<file path="src/design/brf_pkg.sv">
// ----------------------------------------------------------------------------
// brf_pkg
// Shared command codes and stream widths for the byte ring queue with search.
// ----------------------------------------------------------------------------
`default_nettype none

package brf_pkg;

    localparam int CMD_W       = 3;
    localparam int BYTE_W      = 8;
    localparam int FIELD_W     = 6;
    localparam int IN_TDATA_W  = 24;
    localparam int OUT_TDATA_W = 24;

    localparam logic [CMD_W-1:0] CMD_PUSH   = 3'd0;
    localparam logic [CMD_W-1:0] CMD_POP    = 3'd1;
    localparam logic [CMD_W-1:0] CMD_PEEK   = 3'd2;
    localparam logic [CMD_W-1:0] CMD_PEEKAT = 3'd3;
    localparam logic [CMD_W-1:0] CMD_FIND   = 3'd4;
    localparam logic [CMD_W-1:0] CMD_FLUSH  = 3'd5;
    localparam logic [CMD_W-1:0] CMD_SETRD  = 3'd6;

endpackage

`default_nettype wire

</file>
<file path="src/design/brf_ram.sv">
// ----------------------------------------------------------------------------
// brf_ram
// Byte slot store: one write port and one read port with registered read data.
// ----------------------------------------------------------------------------
`default_nettype none

module brf_ram #(
    parameter int DEPTH = 64,
    parameter int AW    = 6
) (
    input  wire logic                       clk,
    input  wire logic                       we,
    input  wire logic [AW-1:0]              waddr,
    input  wire logic [brf_pkg::BYTE_W-1:0] wdata,
    input  wire logic [AW-1:0]              raddr,
    output logic      [brf_pkg::BYTE_W-1:0] rdata
);

    logic [brf_pkg::BYTE_W-1:0] mem [DEPTH];

    always_ff @(posedge clk)
    begin
        if (we)
        begin
            mem[waddr] <= wdata;
        end
    end

    always_ff @(posedge clk)
    begin
        rdata <= mem[raddr];
    end

endmodule

`default_nettype wire

</file>
<file path="src/design/brf_wrap_unit.sv">
// ----------------------------------------------------------------------------
// brf_wrap_unit
// Shared compare-subtract step: reduces a value by the ring size once.
// ----------------------------------------------------------------------------
`default_nettype none

module brf_wrap_unit #(
    parameter int SLOTS = 64,
    parameter int XW    = 8
) (
    input  wire logic [XW-1:0] x,
    output logic      [XW-1:0] y,
    output logic               ge
);

    localparam logic [XW-1:0] SLOTS_X = XW'(SLOTS);

    always_comb
    begin
        ge = (x >= SLOTS_X);
        y  = ge ? (x - SLOTS_X) : x;
    end

endmodule

`default_nettype wire

</file>
<file path="src/design/byte_ring_fifo_with_search.sv">
// ----------------------------------------------------------------------------
// byte_ring_fifo_with_search
// Circular byte queue with push, pop, peek, peek at offset, find, flush and
// set read pointer commands; one result per command.
// ----------------------------------------------------------------------------
// One command is taken at a time; s_axis_tready is low while a command is
// being worked on. Every command passes through a single compare-subtract
// unit and a byte store with one registered read port. Set read pointer and
// peek at offset subtract QUEUE_SLOTS from the position, or from read
// pointer plus offset, until it is in range; find reads and compares one
// slot at a time until a match or the write pointer; flush runs a clearing
// sweep over the store. After reset the store is cleared before the first
// command is taken. A finished result waits in an output register, and the
// next command may be accepted while it waits; that command then holds in
// its final state until the output register is free.
// ----------------------------------------------------------------------------
`default_nettype none

module byte_ring_fifo_with_search #(
    parameter int QUEUE_SLOTS = 64
) (
    input  wire logic                            clk,
    input  wire logic                            rst_n,
    input  wire logic                            s_axis_tvalid,
    output logic                                 s_axis_tready,
    // data_byte[7:0], offset[13:8], position[19:14]
    input  wire logic [brf_pkg::IN_TDATA_W-1:0]  s_axis_tdata,
    // command[2:0]
    input  wire logic [brf_pkg::CMD_W-1:0]       s_axis_tuser,
    output logic                                 m_axis_tvalid,
    input  wire logic                            m_axis_tready,
    // data_out[7:0], empty_res[8], dropped[9], found[10], found_slot[16:11],
    // fill_count[22:17]
    output logic      [brf_pkg::OUT_TDATA_W-1:0] m_axis_tdata
);

    localparam int PW = $clog2(QUEUE_SLOTS);
    localparam int XW = $clog2(2 * QUEUE_SLOTS + 64);
    localparam logic [PW-1:0] LAST_SLOT = PW'(QUEUE_SLOTS - 1);

    localparam logic [2:0] S_CLEAR    = 3'd0;
    localparam logic [2:0] S_IDLE     = 3'd1;
    localparam logic [2:0] S_PUSH     = 3'd2;
    localparam logic [2:0] S_RDWAIT   = 3'd3;
    localparam logic [2:0] S_MOD      = 3'd4;
    localparam logic [2:0] S_SCAN_RD  = 3'd5;
    localparam logic [2:0] S_SCAN_CMP = 3'd6;
    localparam logic [2:0] S_FILL     = 3'd7;

    logic [2:0]                       state_reg, state_next;
    logic [PW-1:0]                    wr_reg, wr_next;
    logic [PW-1:0]                    rd_reg, rd_next;
    logic [PW-1:0]                    clr_reg, clr_next;
    logic                             flush_reg, flush_next;
    logic [XW-1:0]                    x_reg, x_next;
    logic [PW-1:0]                    scan_reg, scan_next;
    logic [brf_pkg::CMD_W-1:0]        cmd_reg, cmd_next;
    logic [brf_pkg::BYTE_W-1:0]       byte_reg, byte_next;
    logic [brf_pkg::BYTE_W-1:0]       data_reg, data_next;
    logic                             empty_reg, empty_next;
    logic                             drop_reg, drop_next;
    logic                             hit_reg, hit_next;
    logic [PW-1:0]                    slot_reg, slot_next;
    logic                             m_valid_reg, m_valid_next;
    logic [brf_pkg::OUT_TDATA_W-1:0]  m_data_reg, m_data_next;

    logic                             accept;
    logic                             ram_we;
    logic [PW-1:0]                    ram_waddr;
    logic [brf_pkg::BYTE_W-1:0]       ram_wdata;
    logic [PW-1:0]                    ram_raddr;
    logic [brf_pkg::BYTE_W-1:0]       ram_rdata;
    logic [XW-1:0]                    unit_x;
    logic [XW-1:0]                    unit_y;
    logic                             unit_ge;

    logic [brf_pkg::BYTE_W-1:0]       in_byte;
    logic [brf_pkg::FIELD_W-1:0]      in_offset;
    logic [brf_pkg::FIELD_W-1:0]      in_position;

    assign in_byte     = s_axis_tdata[7:0];
    assign in_offset   = s_axis_tdata[13:8];
    assign in_position = s_axis_tdata[19:14];

    assign s_axis_tready = (state_reg == S_IDLE);
    assign accept        = s_axis_tvalid && s_axis_tready;
    assign m_axis_tvalid = m_valid_reg;
    assign m_axis_tdata  = m_data_reg;

    brf_ram #(
        .DEPTH (QUEUE_SLOTS),
        .AW    (PW)
    ) u_ram (
        .clk   (clk),
        .we    (ram_we),
        .waddr (ram_waddr),
        .wdata (ram_wdata),
        .raddr (ram_raddr),
        .rdata (ram_rdata)
    );

    // fill count operand goes through the same unit
    assign unit_x = (state_reg == S_FILL)
                  ? (XW'(wr_reg) + XW'(QUEUE_SLOTS) - XW'(rd_reg))
                  : x_reg;

    brf_wrap_unit #(
        .SLOTS (QUEUE_SLOTS),
        .XW    (XW)
    ) u_unit (
        .x  (unit_x),
        .y  (unit_y),
        .ge (unit_ge)
    );

    always_comb
    begin
        state_next   = state_reg;
        wr_next      = wr_reg;
        rd_next      = rd_reg;
        clr_next     = clr_reg;
        flush_next   = flush_reg;
        x_next       = x_reg;
        scan_next    = scan_reg;
        cmd_next     = cmd_reg;
        byte_next    = byte_reg;
        data_next    = data_reg;
        empty_next   = empty_reg;
        drop_next    = drop_reg;
        hit_next     = hit_reg;
        slot_next    = slot_reg;
        m_valid_next = m_valid_reg && !m_axis_tready;
        m_data_next  = m_data_reg;
        ram_we       = 1'b0;
        ram_waddr    = wr_reg;
        ram_wdata    = byte_reg;
        ram_raddr    = rd_reg;

        case (state_reg)
            S_CLEAR:
            begin
                ram_we    = 1'b1;
                ram_waddr = clr_reg;
                ram_wdata = '0;
                if (clr_reg == LAST_SLOT)
                begin
                    clr_next   = '0;
                    flush_next = 1'b0;
                    state_next = flush_reg ? S_FILL : S_IDLE;
                end
                else
                begin
                    clr_next = clr_reg + PW'(1);
                end
            end

            S_IDLE:
            begin
                ram_raddr = rd_reg;
                if (accept)
                begin
                    cmd_next   = s_axis_tuser;
                    byte_next  = in_byte;
                    data_next  = '0;
                    empty_next = 1'b0;
                    drop_next  = 1'b0;
                    hit_next   = 1'b0;
                    slot_next  = '0;
                    case (s_axis_tuser)
                        brf_pkg::CMD_PUSH:
                        begin
                            x_next     = XW'(wr_reg) + XW'(1);
                            state_next = S_PUSH;
                        end
                        brf_pkg::CMD_POP, brf_pkg::CMD_PEEK:
                        begin
                            if (wr_reg == rd_reg)
                            begin
                                empty_next = 1'b1;
                                state_next = S_FILL;
                            end
                            else
                            begin
                                x_next     = XW'(rd_reg) + XW'(1);
                                state_next = S_RDWAIT;
                            end
                        end
                        brf_pkg::CMD_PEEKAT:
                        begin
                            x_next     = XW'(rd_reg) + XW'(in_offset);
                            state_next = S_MOD;
                        end
                        brf_pkg::CMD_FIND:
                        begin
                            scan_next  = rd_reg;
                            state_next = S_SCAN_RD;
                        end
                        brf_pkg::CMD_FLUSH:
                        begin
                            wr_next    = '0;
                            rd_next    = '0;
                            clr_next   = '0;
                            flush_next = 1'b1;
                            state_next = S_CLEAR;
                        end
                        brf_pkg::CMD_SETRD:
                        begin
                            x_next     = XW'(in_position);
                            state_next = S_MOD;
                        end
                        default:
                        begin
                            state_next = S_FILL;
                        end
                    endcase
                end
            end

            S_PUSH:
            begin
                if (unit_y[PW-1:0] != rd_reg)
                begin
                    ram_we    = 1'b1;
                    ram_waddr = wr_reg;
                    ram_wdata = byte_reg;
                    wr_next   = unit_y[PW-1:0];
                end
                else
                begin
                    drop_next = 1'b1;
                end
                state_next = S_FILL;
            end

            S_RDWAIT:
            begin
                data_next = ram_rdata;
                if (cmd_reg == brf_pkg::CMD_POP)
                begin
                    rd_next = unit_y[PW-1:0];
                end
                state_next = S_FILL;
            end

            S_MOD:
            begin
                ram_raddr = x_reg[PW-1:0];
                if (unit_ge)
                begin
                    x_next = unit_y;
                end
                else if (cmd_reg == brf_pkg::CMD_SETRD)
                begin
                    rd_next    = x_reg[PW-1:0];
                    state_next = S_FILL;
                end
                else
                begin
                    state_next = S_RDWAIT;
                end
            end

            S_SCAN_RD:
            begin
                ram_raddr = scan_reg;
                if (scan_reg == wr_reg)
                begin
                    state_next = S_FILL;
                end
                else
                begin
                    x_next     = XW'(scan_reg) + XW'(1);
                    state_next = S_SCAN_CMP;
                end
            end

            S_SCAN_CMP:
            begin
                if (ram_rdata == byte_reg)
                begin
                    hit_next   = 1'b1;
                    slot_next  = scan_reg;
                    state_next = S_FILL;
                end
                else
                begin
                    scan_next  = unit_y[PW-1:0];
                    state_next = S_SCAN_RD;
                end
            end

            S_FILL:
            begin
                if (!m_valid_reg || m_axis_tready)
                begin
                    m_valid_next = 1'b1;
                    m_data_next  = {1'b0, 6'(unit_y), 6'(slot_reg), hit_reg, drop_reg,
                                    empty_reg, data_reg};
                    state_next   = S_IDLE;
                end
            end

            default:
            begin
                state_next = S_IDLE;
            end
        endcase
    end

    always_ff @(posedge clk or negedge rst_n)
    begin
        if (!rst_n)
        begin
            state_reg   <= S_CLEAR;
            wr_reg      <= '0;
            rd_reg      <= '0;
            clr_reg     <= '0;
            flush_reg   <= 1'b0;
            m_valid_reg <= 1'b0;
        end
        else
        begin
            state_reg   <= state_next;
            wr_reg      <= wr_next;
            rd_reg      <= rd_next;
            clr_reg     <= clr_next;
            flush_reg   <= flush_next;
            m_valid_reg <= m_valid_next;
        end
    end

    always_ff @(posedge clk)
    begin
        x_reg      <= x_next;
        scan_reg   <= scan_next;
        cmd_reg    <= cmd_next;
        byte_reg   <= byte_next;
        data_reg   <= data_next;
        empty_reg  <= empty_next;
        drop_reg   <= drop_next;
        hit_reg    <= hit_next;
        slot_reg   <= slot_next;
        m_data_reg <= m_data_next;
    end

endmodule

`default_nettype wire

</file>
<file path="config.mk">
export PLATFORM = sky130hd
export DESIGN_NAME = byte_ring_fifo_with_search
export DESIGN_NICKNAME = d
export VERILOG_FILES = /design/src/design/brf_pkg.sv /design/src/design/brf_ram.sv /design/src/design/brf_wrap_unit.sv /design/src/design/byte_ring_fifo_with_search.sv
export SDC_FILE = /design/constraint.sdc
export NUM_CORES = 1
export LEC_CHECK = 0
export ABC_CLOCK_PERIOD_IN_PS = 3950
export BUFFER_PORTS_ARGS = -buffer_cell sky130_fd_sc_hd__buf_2
export CAP_MARGIN = 20
export CORE_MARGIN = 2
export CORE_UTILIZATION = 55
export CTS_BUF_LIST = sky130_fd_sc_hd__clkbuf_8
export CTS_CLUSTER_SIZE = 25
export DETAILED_ROUTE_END_ITERATION = 10
export PLACE_DENSITY = 0.82
export SYNTH_ARGS = -nofsm -noshare
export SYNTH_HDL_FRONTEND = slang
export SYNTH_SLANG_ARGS = --single-unit
</file>
<file path="constraint.sdc">
create_clock -name clk -period 3.95 [get_ports clk]
set_input_delay 0.9875 -clock clk [delete_from_list [all_inputs] [get_ports clk]]
set_output_delay 0.9875 -clock clk [all_outputs]
set_load 0.02 [all_outputs]
</file>
* Yosys cells after proc, flatten, opt, wreduce, memory -nomap -nowiden *
Memories as Yosys holds them, arrays and structs flattened. A register that Yosys moved wholly into a read port is not among the register bits.
Cells that the tools add are included.

word-level totals
  register bits after elaboration = 88
  RAM bits = 512
  input port bits = 31
  output and inout bits = 26
  memories kept = 1

memories
  name       depth  width  read ports  clocked after memory_dff  wr ports  RTL line       RTL
  u_ram.mem  64     8      1           1                         1         brf_ram.sv:19  logic [brf_pkg::BYTE_W-1:0] mem [DEPTH];

cells by class
  $add $sub $neg = 8
  $lt $le $gt $ge = 1
  equal/unequal tests = 36
  muxes and demuxes = 57
  reduce and logical (&&, ||, !) cells = 28

operators by type and width
  kind                                                                                  number
  6-bit 2-to-1 mux                                                                      13
  8-bit 2-to-1 mux                                                                      8
  6-bit one-hot mux with 2 select lines                                                 5
  8-bit one-hot mux with 4 select lines                                                 1
  3-bit == test (second input constant)                                                 8
  8-bit one-hot mux with 3 select lines                                                 1
  6-bit by 1-bit adder with 7-bit output (second input constant)                        3
  3-bit 2-to-1 mux                                                                      7
  3-bit one-hot mux with 7 select lines                                                 1
  2-bit inequality test (second input constant)                                         9
  6-bit one-hot mux with 3 select lines                                                 1
  8-bit one-hot mux with 2 select lines                                                 1
  4-bit AND reduction                                                                   4
  3-bit one-hot mux with 5 select lines                                                 1
  1-bit 2-to-1 mux                                                                      13
  3-bit by 2-bit == test with 1-bit output (second input constant)                      4
  6-bit == test                                                                         2
  6-bit AND reduction                                                                   2
  2-bit by 1-bit inequality test with 1-bit output (second input constant)              5
  3-bit by 1-bit == test with 1-bit output (second input constant)                      3
  3-bit AND reduction                                                                   3
  6-bit by 7-bit adder with 8-bit output (second input constant)                        1
  8-bit == test                                                                         1
  8-bit by 7-bit greater-or-equal comparator with 1-bit output (second input constant)  1
  other kinds (18)                                                                      32

* Longest topological paths before layout *
  depth after elaboration = 10
  gate-level depth with buffers = 15

* Cells and area by module *
Synthesis repeated with hierarchy kept, for this count alone.

unflattened totals
  cells, all modules = 1,427
  area, all modules = 25,268.0 um^2

by module, submodules not included
  module                      times used  cells an instance  area each (um^2)  seq. area each (um^2)
  brf_ram                     1           940                20,166.8          15,534.9
  byte_ring_fifo_with_search  1           478                5,033.6           2,527.4
  brf_wrap_unit               1           9                  67.6              0.0

* Worst setup path before layout *
Ideal clock, no wire load.

  path kind = register -> register
  start point = register wr_reg[0]
  end point = memory u_ram.mem[12][0] (netlist name) (enable)
  library setup time = 0.383 ns
  arrival time = 3.191 ns
  slack = 0.376 ns
  cell stages (with the launch flop) = 15
  path buffers = 2
  period minus slack after synthesis = 3.574 ns
  path through = dfrtp_1 inv_1 ha_1 inv_1 fa_1 a21o_1 a21oi_1 nor2b_1 o31ai_2 xnor2_1 nor4_4 or2_1 buf_6 buf_6 nor3_1

on the way
  cells in the longest elaborated chain, start to end = 10
  elaborated cells on any way between the ends = 12
  classes of those cells = add/sub: 3; order compare: 1; eq/ne: 1; mux: 7

RTL lines
  item                                                                                                                                RTL line                                  RTL
  start: declaration                                                                                                                  byte_ring_fifo_with_search.sv:51          logic [PW-1:0] wr_reg, wr_next;
  start signal: assignment                                                                                                            byte_ring_fifo_with_search.sv:324         wr_reg <= wr_next;
  6-bit by 7-bit adder with 8-bit output (*)                                                                                          byte_ring_fifo_with_search.sv:104         ? (XW'(wr_reg) + XW'(QUEUE_SLOTS) - XW'(rd_reg))
  8-bit by 6-bit subtractor with 8-bit output (*)                                                                                     byte_ring_fifo_with_search.sv:104
  8-bit 2-to-1 mux (*)                                                                                                                byte_ring_fifo_with_search.sv:104
  net u_unit.x[4]                                                                                                                     brf_wrap_unit.sv:11                       input wire logic [XW-1:0] x,
  8-bit by 7-bit subtractor with 8-bit output / 8-bit by 7-bit greater-or-equal comparator with 1-bit output (equally long branches)  brf_wrap_unit.sv:21, brf_wrap_unit.sv:20
  8-bit 2-to-1 mux (*)                                                                                                                brf_wrap_unit.sv:21                       y = ge ? (x - SLOTS_X) : x;
  6-bit inequality test (*)                                                                                                           byte_ring_fifo_with_search.sv:221         if (unit_y[PW-1:0] != rd_reg)
  1-bit 2-to-1 mux (*)                                                                                                                byte_ring_fifo_with_search.sv:221
  1-bit one-hot mux with 2 select lines (*)                                                                                           byte_ring_fifo_with_search.sv:139         case (state_reg)
  1-bit 2-to-1 mux (*)                                                                                                                brf_ram.sv:23                             if (we)
  1-bit 2-to-1 mux (not written as such) (*)                                                                                          brf_ram.sv:25                             mem[waddr] <= wdata;
  end: declaration                                                                                                                    brf_ram.sv:19

Mark *: on every way through the listed nets, which the timed path passes. The rest lies on a longest branch.

* Worst setup path after layout *
  start point = register wr_reg[1]
  end point = memory u_ram.mem[52][4] (netlist name) (enable)

on the way
  cells in the longest elaborated chain, start to end = 10
  elaborated cells on any way between the ends = 12
  classes of those cells = add/sub: 3; order compare: 1; eq/ne: 1; mux: 7

RTL lines
  item                                                                                                                                RTL line
  6-bit by 7-bit adder with 8-bit output                                                                                              byte_ring_fifo_with_search.sv:104
  8-bit by 6-bit subtractor with 8-bit output                                                                                         byte_ring_fifo_with_search.sv:104
  8-bit 2-to-1 mux                                                                                                                    byte_ring_fifo_with_search.sv:104
  8-bit by 7-bit subtractor with 8-bit output / 8-bit by 7-bit greater-or-equal comparator with 1-bit output (equally long branches)  brf_wrap_unit.sv:21, brf_wrap_unit.sv:20
  8-bit 2-to-1 mux                                                                                                                    brf_wrap_unit.sv:21
  6-bit inequality test                                                                                                               byte_ring_fifo_with_search.sv:221
  1-bit 2-to-1 mux                                                                                                                    byte_ring_fifo_with_search.sv:221
  1-bit one-hot mux with 2 select lines                                                                                               byte_ring_fifo_with_search.sv:139
  1-bit 2-to-1 mux                                                                                                                    brf_ram.sv:23
  1-bit 2-to-1 mux (not written as such)                                                                                              brf_ram.sv:25

Several ways; a longest one is shown, not always the timed one.

==> flow_summary.yaml <==
critical_path:
  critPathSlowestCell: "nor4_4"
  cp.depth: 11
  cp.arrival_ns: 4.20
  critical-path-top-delay-family: "simple AND/OR/NAND/NOR gates"
  crit_start: "wr_reg[1]"
  end_kind: "register"
  path_cells: "ha_1, nor2b_1, o31ai_1, nor4_1, or3_1, xnor2_4, nor4_4, or2_1, buf_4, nor3_1, buf_2"
  rr_endpoint: "u_ram.mem[52][4]"
  critPathMaxFanout: 14
  criticalPathCategory: "register to register"
  reg2regPathDepth: 11
  critPathLaunchType: "register"
  crit-reg2reg-launch: "wr_reg[1]"
  r2r_setup_slack_ns: 0.16
  path_buf_inv: 2
  cp_data_required_time_ns: 4.36
  slowest_delay_ns: 0.53
  cp-endpoint: "u_ram.mem[52][4]"
sta:
  fin_skew_ns: 0.03586
  whs_ns: 0.3188
  final_hold_viol_count: 0
  fin_crit_ns: 3.785
  relSlewSlack_pct: 26.02
  grt_setup_unrepaired: "false"
  slew_viol_final: 0
  fmax_mhz: 264.2
  worstMarginPinSlew_ns: 1.110
  post-route-period-util_pct: 95.83
  finalSetupViolCount: 0
  tns_ns: 0
floorplan:
  fp.dieH_um: 222.1
  fp.coreArea_um2: 46750
  dieArea_um2: 49320
  core.rowCount: 79
  die_x_um: 222.1
  start_util_pct: 55.95
  num_io_pins: 57
pwr:
  p_per_area_nw_per_um2: 780.6
  switching_share_pct: 39.63
  seq_power_share_pct: 36.2
  p_sw_w: 0.009097
  pwr-share-clk_pct: 20.4
  ir_drop_mv: 0.7117
  p_leak_nw: 10.61
  p_int_w: 0.01386
  p_comb_share_pct: 43.4
clock_network:
  clk_latency_ns: 0.67
  cts_tree: "built"
  cts_sinks: 608
  cts_buffer_depth: 3
  clk_pin_slew_ns: 0.06
  clock-root-buffer: "clkbuf_8"
  cts_hold_buf: 0
  post_cts_resized: 21
  cts.htree.levels: 3
  numCtsBuffers: 93
  post-cts-setup-buffers: 0
routing:
  drc: 0
  via_count: 15970
  ant_nets: 0
  via_per_inst: 6.142
  drt_iter0_markers: 1748
  wl_mm: 58.92
  first_pass_iters: 8
  wl_per_cell_um: 22.66
placed_design:
  dpl.hpwl_mm: 37.03
  placed_cells_incl_taps: 2425
  io_buffers: 51
  gp_congestion: 0.9455
logic_synthesis:
  yosysWarnings: 0
  synth.top_cell.area_share_pct: 66.24
  synth_edf_count: 577
  ys_top_cells_by_area: "edfxtp_1 66%, mux2i_1 7.6%, a211oi_1 4.2%"
  synth-async-reset-ratio_pct: 3.783
  seq_area_frac_synth_pct: 69.05
  synth_cells: 1782
  yosys.area.top_type: "edfxtp_1"
  syn-cell-area_um2: 26160
  synth_area_per_cell_um2: 14.68
  ys_seq_elements: 608
  syn_nets: 1832
  synth_cell_types: 71
  synthFlopType: "edfxtp_1"
finish:
  area_delta_synth_final_pct: 12.44
  regMostFlops: "u_ram.mem"
  nets: 1976
  largest_reg_flops: 512
  layout_commonest_cell: "edfxtp_1"
  antenna_cells: 0
  layout_common_cells: "577 x edfxtp_1, 199 x mux2i_1, 147 x a211oi_1"
  drive_above_1_share_pct: 18.41
  layout.cells.non_filler: 2600
grt:
  grt_pass1_vias: 15750
  grt_max_degree: 70
  met1_usage_pct: 31.56
  grt_overflow: 0
  grt_antenna_before_repair: 0
  busiest_layer: "met2"
  track_usage_pct: 23.84
  grt_pass1_wl_mm: 89.77
  grt_use_met3_pct: 4.678
  use_met2_pct: 38.97
hold_path:
  hold_class: "primary input to asynchronous set/reset pin"
run_status:
  status: "completed"
flow_run:
  cap_violations: 0
## cell usage after synthesis, drive strengths merged, types with 5 or more instances
cell type and n:
a211oi 147, a21oi 35, a221oi 6, a22o 13, a31oi 21, a32o 16, a32oi 16, and2 14
and3 17, buf 62, clkbuf 57, dfrtp 23, dfxtp 8, edfxtp 577, ha 17, inv 23
mux2 14, mux2i 201, nand2 118, nand2b 7, nand3 20, nand3b 6, nor2 68, nor2b 92
nor3 57, nor4 21, o211ai 6, o21ai 26, o31ai 5, or2 5, or3 9, xnor2 18
xor2 18
## layer usage
layer / share of wire (%) / vias up
met5: 0 / -
met4: 3.3 / 0
met3: 9.3 / 144
met2: 48 / 838
met1: 40 / 7797
li1: - / 7191
## worst min path at each step
stage / startpoint / end
after detailed placement: slot_reg[1] / m_axis_tdata[12]
after floorplan: data_reg[0] / m_axis_tdata[0]
after global routing: rst_n / rd_reg[3]
after CTS: rst_n / wr_reg[3]
after global placement: slot_reg[1] / m_axis_tdata[12]
final: rst_n / wr_reg[3]
## power by group through the flow
stage / Clock, W / Sequential (W) / Combinational, W
after global placement: 0 / 0.00840 / 0.00941
final: 0.00468 / 0.00831 / 0.00997
after detailed placement: 0 / 0.00842 / 0.00967
after CTS: 0.00473 / 0.00829 / 0.00977
after global routing: 0.00502 / 0.00834 / 0.0106
after floorplan: 0 / 0.00843 / 0.00661
## final cells by class
cell class              count  area (um^2)
repair buffers            168         1267
multi-input cells        1030         7592
flip-flops and latches    608        18060
clock inverters            69        356.6
well taps                 607        759.5
fillers                  3194        17340
inverters                  25        93.84
clock buffers              93         1280
## metrics by stage
step	utilization, %	setup WS [ns]	instance area (um^2)	power (W)
floorplan	-	0.3758	26160	0.01504
CTS	62.55	-0.05009	29240	0.02279
finish	62.91	0.1648	29410	0.02296
detailed placement	58.82	-0.1679	27500	0.01809
global route	62.91	0.007895	29410	0.02398
global placement	58.81	0.04553	27490	0.01781
## kinds of logic (layout without fill, tap and decap cells)
| group | after synthesis | in the layout | share of synthesized area (%) |
|---|---|---|---|
| muxes | 215 | 215 | 8.370 |
| adders and majority gates | 19 | 19 | 0.9662 |
| and+or+nand+nor | 443 | 443 | 8.662 |
| DFF | 608 | 608 | 69.05 |
| other | 1 | 1 | 0.01434 |
| buffers and inverters | 144 | 355 | 2.870 |
| xor gates and xnor gates | 36 | 36 | 1.277 |
| AOI/OAI and AO/OA | 316 | 316 | 8.791 |
No activity file was read; power rests on OpenSTA's default activity.
